===== src/rtl/ctw_pkg.sv =====
// ctw_pkg: command codes, character codes and shared types of the text console writer
// no dependencies; imported by ctw_cursor and text_console_writer
`timescale 1ns / 1ps

package ctw_pkg;

	// command codes on the cmd port
	typedef enum logic [2:0] {
		CMD_WRITE    = 3'd0,
		CMD_SET      = 3'd1,
		CMD_MOVE     = 3'd2,
		CMD_CLEAR    = 3'd3,
		CMD_CLR_LINE = 3'd4,
		CMD_CLR_REST = 3'd5,
		CMD_READ     = 3'd6,
		CMD_NOP      = 3'd7
	} cmd_t;

	// character codes
	localparam logic [7:0] CH_FIRST = 8'h20;
	localparam logic [7:0] CH_LAST  = 8'h7f;
	localparam logic [7:0] CH_NL    = 8'h0a;
	localparam logic [7:0] CH_TAB   = 8'h09;
	localparam logic [7:0] CH_BS    = 8'h08;
	localparam logic [7:0] SPACE    = 8'h20;

	// attribute byte of every cell; writes never change it
	localparam logic [7:0] ATTR     = 8'h07;

	// store side effects of a write command
	typedef struct packed {
		logic       put;
		logic [7:0] put_char;
		logic       scroll;
	} wr_act_t;

endpackage


===== src/rtl/ctw_cursor.sv =====
// ctw_cursor: next cursor position and cell update for one command
// depends on ctw_pkg
`timescale 1ns / 1ps

module ctw_cursor #(
	parameter int COLUMNS   = 80,
	parameter int LINES     = 25,
	parameter int TAB_WIDTH = 8
) (
	input  ctw_pkg::cmd_t               cmd,
	input  logic [7:0]                  char_code,
	input  logic [6:0]                  pos_col,
	input  logic [4:0]                  pos_row,
	input  logic signed [7:0]           delta_col,
	input  logic signed [5:0]           delta_row,
	input  logic [$clog2(COLUMNS)-1:0]  col,
	input  logic [$clog2(LINES)-1:0]    row,
	output logic [$clog2(COLUMNS)-1:0]  nxt_col,
	output logic [$clog2(LINES)-1:0]    nxt_row,
	output logic [$clog2(COLUMNS)-1:0]  put_col,
	output logic [$clog2(LINES)-1:0]    put_row,
	output ctw_pkg::wr_act_t            act
);
	import ctw_pkg::*;

	localparam int CW        = $clog2(COLUMNS);
	localparam int RW        = $clog2(LINES);
	localparam int TAB_STOPS = COLUMNS / TAB_WIDTH + 1;
	localparam logic signed [9:0] COL_TOP = 10'(COLUMNS - 1);
	localparam logic signed [7:0] ROW_TOP = 8'(LINES - 1);

	logic                 last_col;
	logic                 bottom;
	logic [RW-1:0]        nl_row;
	logic [7:0]           tab_col;
	logic signed [9:0]    col_sum;
	logic signed [7:0]    row_sum;

	// line end, bottom row and the row a new line goes to
	assign last_col = (col == CW'(COLUMNS - 1));
	assign bottom   = (row == RW'(LINES - 1));
	assign nl_row   = bottom ? row : row + 1'b1;

	// signed sums for the move command
	assign col_sum = $signed(10'(col)) + 10'(delta_col);
	assign row_sum = $signed(8'(row)) + 8'(delta_row);

	// next tab stop: smallest multiple of the tab width above the column
	always_comb begin
		tab_col = 8'(TAB_STOPS * TAB_WIDTH);
		for (int k = TAB_STOPS; k >= 1; k--) begin
			if (8'(k * TAB_WIDTH) > 8'(col))
				tab_col = 8'(k * TAB_WIDTH);
		end
	end

	// command decode
	always_comb begin
		nxt_col      = col;
		nxt_row      = row;
		act          = '0;
		act.put_char = SPACE;
		case (cmd)
			CMD_WRITE: begin
				if (char_code inside {[CH_FIRST:CH_LAST]}) begin
					act.put      = 1'b1;
					act.put_char = char_code;
					if (last_col) begin
						nxt_col    = '0;
						nxt_row    = nl_row;
						act.scroll = bottom;
					end else begin
						nxt_col = col + 1'b1;
					end
				end else if (char_code == CH_NL) begin
					nxt_col    = '0;
					nxt_row    = nl_row;
					act.scroll = bottom;
				end else if (char_code == CH_TAB) begin
					if (tab_col >= 8'(COLUMNS)) begin
						nxt_col    = '0;
						nxt_row    = nl_row;
						act.scroll = bottom;
					end else begin
						nxt_col = CW'(tab_col);
					end
				end else if (char_code == CH_BS) begin
					act.put = 1'b1;
					if (col == '0) begin
						if (row != '0) begin
							nxt_col = CW'(COLUMNS - 1);
							nxt_row = row - 1'b1;
						end
					end else begin
						nxt_col = col - 1'b1;
					end
				end
			end
			CMD_SET: begin
				nxt_col = ({1'b0, pos_col} < 8'(COLUMNS)) ? CW'(pos_col) : CW'(COLUMNS - 1);
				nxt_row = ({2'b0, pos_row} < 7'(LINES)) ? RW'(pos_row) : RW'(LINES - 1);
			end
			CMD_MOVE: begin
				if (col_sum < 10'sd0)
					nxt_col = '0;
				else if (col_sum > COL_TOP)
					nxt_col = CW'(COLUMNS - 1);
				else
					nxt_col = CW'(col_sum);
				if (row_sum < 8'sd0)
					nxt_row = '0;
				else if (row_sum > ROW_TOP)
					nxt_row = RW'(LINES - 1);
				else
					nxt_row = RW'(row_sum);
			end
			CMD_CLEAR: begin
				nxt_col = '0;
				nxt_row = '0;
			end
			default: begin
			end
		endcase
	end

	// printable goes under the old cursor, backspace erases under the new one
	assign put_col = (char_code == CH_BS) ? nxt_col : col;
	assign put_row = (char_code == CH_BS) ? nxt_row : row;

endmodule

===== config.mk =====
export PLATFORM = sky130hd
export DESIGN_NAME = ctw_cursor
export DESIGN_NICKNAME = d
export VERILOG_FILES = /design/src/rtl/ctw_pkg.sv /design/src/rtl/ctw_cursor.sv
export SDC_FILE = /design/constraint.sdc
export NUM_CORES = 1
export LEC_CHECK = 0
export ABC_AREA = 1
export BUFFER_PORTS_ARGS = -buffer_cell sky130_fd_sc_hd__buf_4
export CORE_MARGIN = 2
export CORE_UTILIZATION = 50
export DETAILED_ROUTE_END_ITERATION = 8
export PLACE_DENSITY = 0.79
export SKIP_LAST_GASP = 1
export SLEW_MARGIN = 0
export SYNTH_ARGS = -nofsm -noshare
export SYNTH_HDL_FRONTEND = slang
export SYNTH_SLANG_ARGS = --single-unit
export TNS_END_PERCENT = 100

===== constraint.sdc =====
create_clock -name vclk -period 2.25
set_input_delay 0.1125 -clock vclk [all_inputs]
set_output_delay 0.1125 -clock vclk [all_outputs]
set_load 0.1 [all_outputs]

==> results of run 1 <==
[cell families after synthesis]
family	after synthesis	share of synthesized area, %
AO/OA/AOI/OAI	97	24.7
buffers and inverters	76	12.9
XOR/XNOR	15	5.34
AND/OR/NAND/NOR	240	46.7
adder cells (fa/ha/maj)	19	10.3
other	1	0.152
[per-stage QoR]
| step | hold WS [ns] | cells | utilization, % | setup WS [ns] |
|---|---|---|---|---|
| after global placement | 0.598 | 672 | 85.0 | -0.0922 |
| after detailed placement | 0.602 | 672 | 85.0 | -0.211 |
| after floorplan | 0.413 | 448 | - | -1.01 |
| after CTS | 0.603 | 678 | 91.9 | -0.0415 |
[synthesized netlist by cell type, types with 3 or more instances]
| master | count | share of area [%] |
|---|---|---|
| a21oi_1 | 28 | 5.7 |
| xnor2_1 | 3 | 1.1 |
| buf_2 | 4 | 0.81 |
| inv_1 | 52 | 7.9 |
| nand2_2 | 3 | 0.76 |
| nor2_2 | 7 | 1.8 |
| nand3_1 | 35 | 7.1 |
| xor2_1 | 12 | 4.3 |
| a221oi_1 | 3 | 1.1 |
| nor2_4 | 4 | 1.8 |
| ha_1 | 17 | 8.6 |
| nand2_1 | 115 | 18 |
| and2_1 | 5 | 1.3 |
| o21ai_1 | 5 | 1.0 |
| nor3_1 | 10 | 2.0 |
| o31ai_1 | 4 | 1.2 |
| clkbuf_1 | 4 | 0.61 |
| o211ai_1 | 6 | 1.8 |
| inv_2 | 10 | 1.5 |
| nand4_1 | 9 | 2.3 |
| o21ai_0 | 31 | 6.3 |
| nand2_4 | 4 | 1.8 |
| nor2_1 | 37 | 5.6 |
[timing repair]
action | CTS
pin swaps | 30
hold buffers | 0
gates resized for setup | 68
endpoints found under the setup margin | 23
buffers inserted | 6
endpoints found under the hold margin | 0
==> run_results.csv, run 1 <==
group,metric,value,unit
synth,netlist_area,2460,um2
sta,endpoint_type,"top-level output",
floorplan,boundaryPins,83,
synth,yosysWarnings,0,
synth,syn_avg_cell_area,5.49,um2
sta,worst_endpoint,"put_col[2]",
synth,synth_cell_types,52,
synth,syn_inst,448,
place,port_buffers,82,
place,dpl.hpwl,8310,um
run_status,outcome,"aborted with a tool error",
floorplan,die_w,74.2,um
floorplan,die_h,74.2,um
floorplan,start_util,52.1,%
place,gp_congestion,0.983,
synth,yosysSeqAreaShare,0,%
synth,synth_nets,516,
run_status,error,"[ERROR DPL-0038] Utilization greater than 100%, impossible to legalize",
global_routing,grt_max_degree,18,
floorplan,rows,25,
place,placed_area,4010,um2
run_status,last-stage-reached,"5_1_grt",
==> inputs of run 2 (changes only) <==
Settings changed: CORE_UTILIZATION 50 to 35, PLACE_DENSITY 0.79 to not set, PLACE_DENSITY_LB_ADDON set to 0.15.
==> run 2 against run 1 <==
Net effect: the flow now finishes, with violations (negative setup slack); area after synthesis stayed put; synthesized cell count stayed put.
==> run_results.csv, run 2 <==
group,metric,value,unit
power_and_ir_drop,power.density,273,nW/um2
global_routing,gr-total-overflow,0,
synth,synthMuxAreaShare,0,%
final_layout,fin_nets,702,
worst_hold_path,hold_path_startpoint,"char_code[3]",
place,gp_congestion,0.927,
final_layout,clockBufferCount,0,
global_routing,grt_max_degree,18,
synth,syn_avg_cell_area,5.49,um2
worst_setup_path,critPathTopFamily,"simple AND/OR/NAND/NOR gates",
synth,synthTopCellsByCount,"115 x nand2_1, 52 x inv_1, 37 x nor2_1",
global_routing,grt_pass1_vias,3682,
drt,drt_iter0_markers,177,
floorplan,die_area,7720,um2
synth,synth_top_family_by_area,"simple AND/OR/NAND/NOR gates",
floorplan,core_area,6790,um2
worst_setup_path,required,2.14,ns
clock_tree,cts_hold_buf,0,
worst_hold_path,holdPathStages,4,
drt,antenna_left,0,
floorplan,die_w,87.9,um
drt,post-route-drc-count,0,
flow_run,max-cap-violations,0,
final_layout,diodes,0,
drt,routed-via-count,3769,
floorplan,rows,30,
synth,synthAdderAreaFrac,10.3,%
worst_setup_path,worstSetupEndpointType,"output pin",
synth,synthSimpleGateAreaFrac,46.7,%
drt,drt-vias-per-instance,5.18,
final_layout,drive_gt1_share,50.8,%
sta,setup_viol_count_final,15,
worst_setup_path,crit_slowest_cell,"fa_2",
worst_setup_path,path_buf_inv,3,
run_status,violations,"negative setup slack",
final_layout,layout_common_cells,"165 x buf_4, 95 x nand2_1, 45 x inv_1",
final_layout,syn_to_final_growth,95.5,%
synth,synth_nets,516,
synth,yosys.area.top_type_share,17.5,%
worst_hold_path,hold_end,"act[4]",
global_routing,antenna_found_initial,0,
final_layout,num-fill-cells,585,
drt,wire_per_inst,15.1,um
final_layout,register_area,0,um2
global_routing,grt_pass1_wl,17300,um
synth,yosys.area_share.xor_xnor,5.34,%
worst_hold_path,hp-class,"primary input to output pin",
synth,synth_cell_types,52,
synth,syn_inst,448,
synth,yosysMostFrequentCell,"nand2_1",
worst_setup_path,cpMostUsedCell,"nand2_2",
power_and_ir_drop,p_leak,2.32,nW
worst_setup_path,path_max_fanout,5,
floorplan,die_h,87.9,um
synth,post_synth_main_area_contributors,"nand2_1 18%, ha_1 8.6%, inv_1 7.9%",
final_layout,seq_cell_count,0,
sta,maxSlewViolCount,0,
power_and_ir_drop,finalPower,1.31,mW
sta,hold_viol,0,
global_routing,grt_usage,27.5,%
worst_setup_path,critPathLaunchType,"primary input",
sta,fin_ws,-0.155,ns
floorplan,start_util,36.2,%
sta,fmax,416,MHz
final_layout,layout_commonest_cell,"buf_4",
floorplan,boundaryPins,83,
worst_setup_path,crit_type,"primary input to output pin",
power_and_ir_drop,ir_worst_vdd,220,uV
final_layout,final_area,4810,um2
worst_setup_path,slowest_delay,0.36,ns
worst_setup_path,cp.arrival,2.29,ns
drt,wl,11000,um
synth,synth_compound_area_share,24.7,%
synth,yosysWarnings,0,
synth,netlist_area,2460,um2
run_status,outcome,"finished, violations left",
sta,rsz0062_at_grt,"yes",
place,dpl.hpwl,8590,um
worst_setup_path,path_cells,"buf_8 -> ha_4 -> fa_2 -> nand3_2 -> nand2_2 -> a21oi_2 -> o21bai_2 -> xor2_1 -> inv_1 -> nand2_2 -> nand2_4 -> nand2_4 -> nand2_2 -> nand2_2 -> nand4_4 -> nand2_2 -> o21ai_4 -> buf_12",
place,port_buffers,82,
sta,finalCritPeriodShare,107,%
final_layout,fin_cells,728,
place,placedCellCount,714,
sta,period_needed,2.41,ns
synth,synth_area_leader_cell,"nand2_1",
drt,dr.pass1.iters,5,
synth,yosysSeqAreaShare,0,%
place,placed_area,4150,um2
## run 2: cell counts after synthesis
Identical to the previous run, type by type.
## run 2: routing by layer
layer / vias up / part of all wire [%] / global-route usage [%] / wire length (um)
met2: 106 / 54 / 54.2 / 5910
met1: 1771 / 41 / 33.9 / 4520
met4: 0 / 1.4 / 2.38 / 159
met5: - / 0 / 0 / 0
met3: 14 / 3.9 / 1.32 / 424
li1: 1878 / - / - / -
## run 2: worst max path at each step
stage | start | endpoint | slack (ns) | depth (start not counted)
CTS | row[0] | put_row[4] | -0.06 | 16
global placement | col[0] | nxt_col[1] | -0.13 | 15
floorplan | delta_col[0] | put_col[0] | -1.01 | 13
finish | col[0] | put_col[2] | -0.16 | 18
global route | col[0] | put_col[6] | -0.31 | 18
detailed placement | col[0] | nxt_col[1] | -0.18 | 15
## run 2: logic make-up after synthesis
group | count (synthesis)
compound gates | 97
xor+xnor | 15
fa+ha+maj | 19
buf+inv | 76
other cells | 1
simple gates | 240
## run 2: tightest hold or removal path: stages
cell and delay (ns):
buf_4 0.11, nand2_1 0.07, nor2_2 0.03, buf_4 0.22
## run 2: layout make-up
type,count,area [um2],share of cell area [%]
Timing Repair Buffer,197,1800,37.4
Multi-Input combinational cell,372,2630,54.7
Inverter,63,259,5.38
Tap cell,96,120,2.50
## run 2: report_power, final
group / internal [mW] / switching [mW] / leakage, nW
clock network: 0 / 0 / 0
registers: 0 / 0 / 0
logic: 0.556 / 0.758 / 2.32
total: 0.556 / 0.758 / 2.32
## run 2: per-stage QoR
step / util [%] / TNS [ns] / setup WS, ns / hold slack [ns]
2_1_floorplan: - / -5.66 / -1.01 / 0.413
3_3_place_gp: 61.0 / -1.29 / -0.132 / 0.655
3_5_place_dp: 61.0 / -2.61 / -0.185 / 0.662
4_1_cts: 66.1 / -0.226 / -0.0594 / 0.662
5_1_grt: 70.8 / -4.47 / -0.314 / 0.676
6_report: 70.8 / -1.70 / -0.155 / 0.661
## run 2: what timing repair did
item,in CTS,in global routing
pin swaps,25,34
gates cloned,0,0
resized for setup,69,61
setup endpoints to repair,24,24
setup buffers,9,6
(Power assumes the default switching activity.)
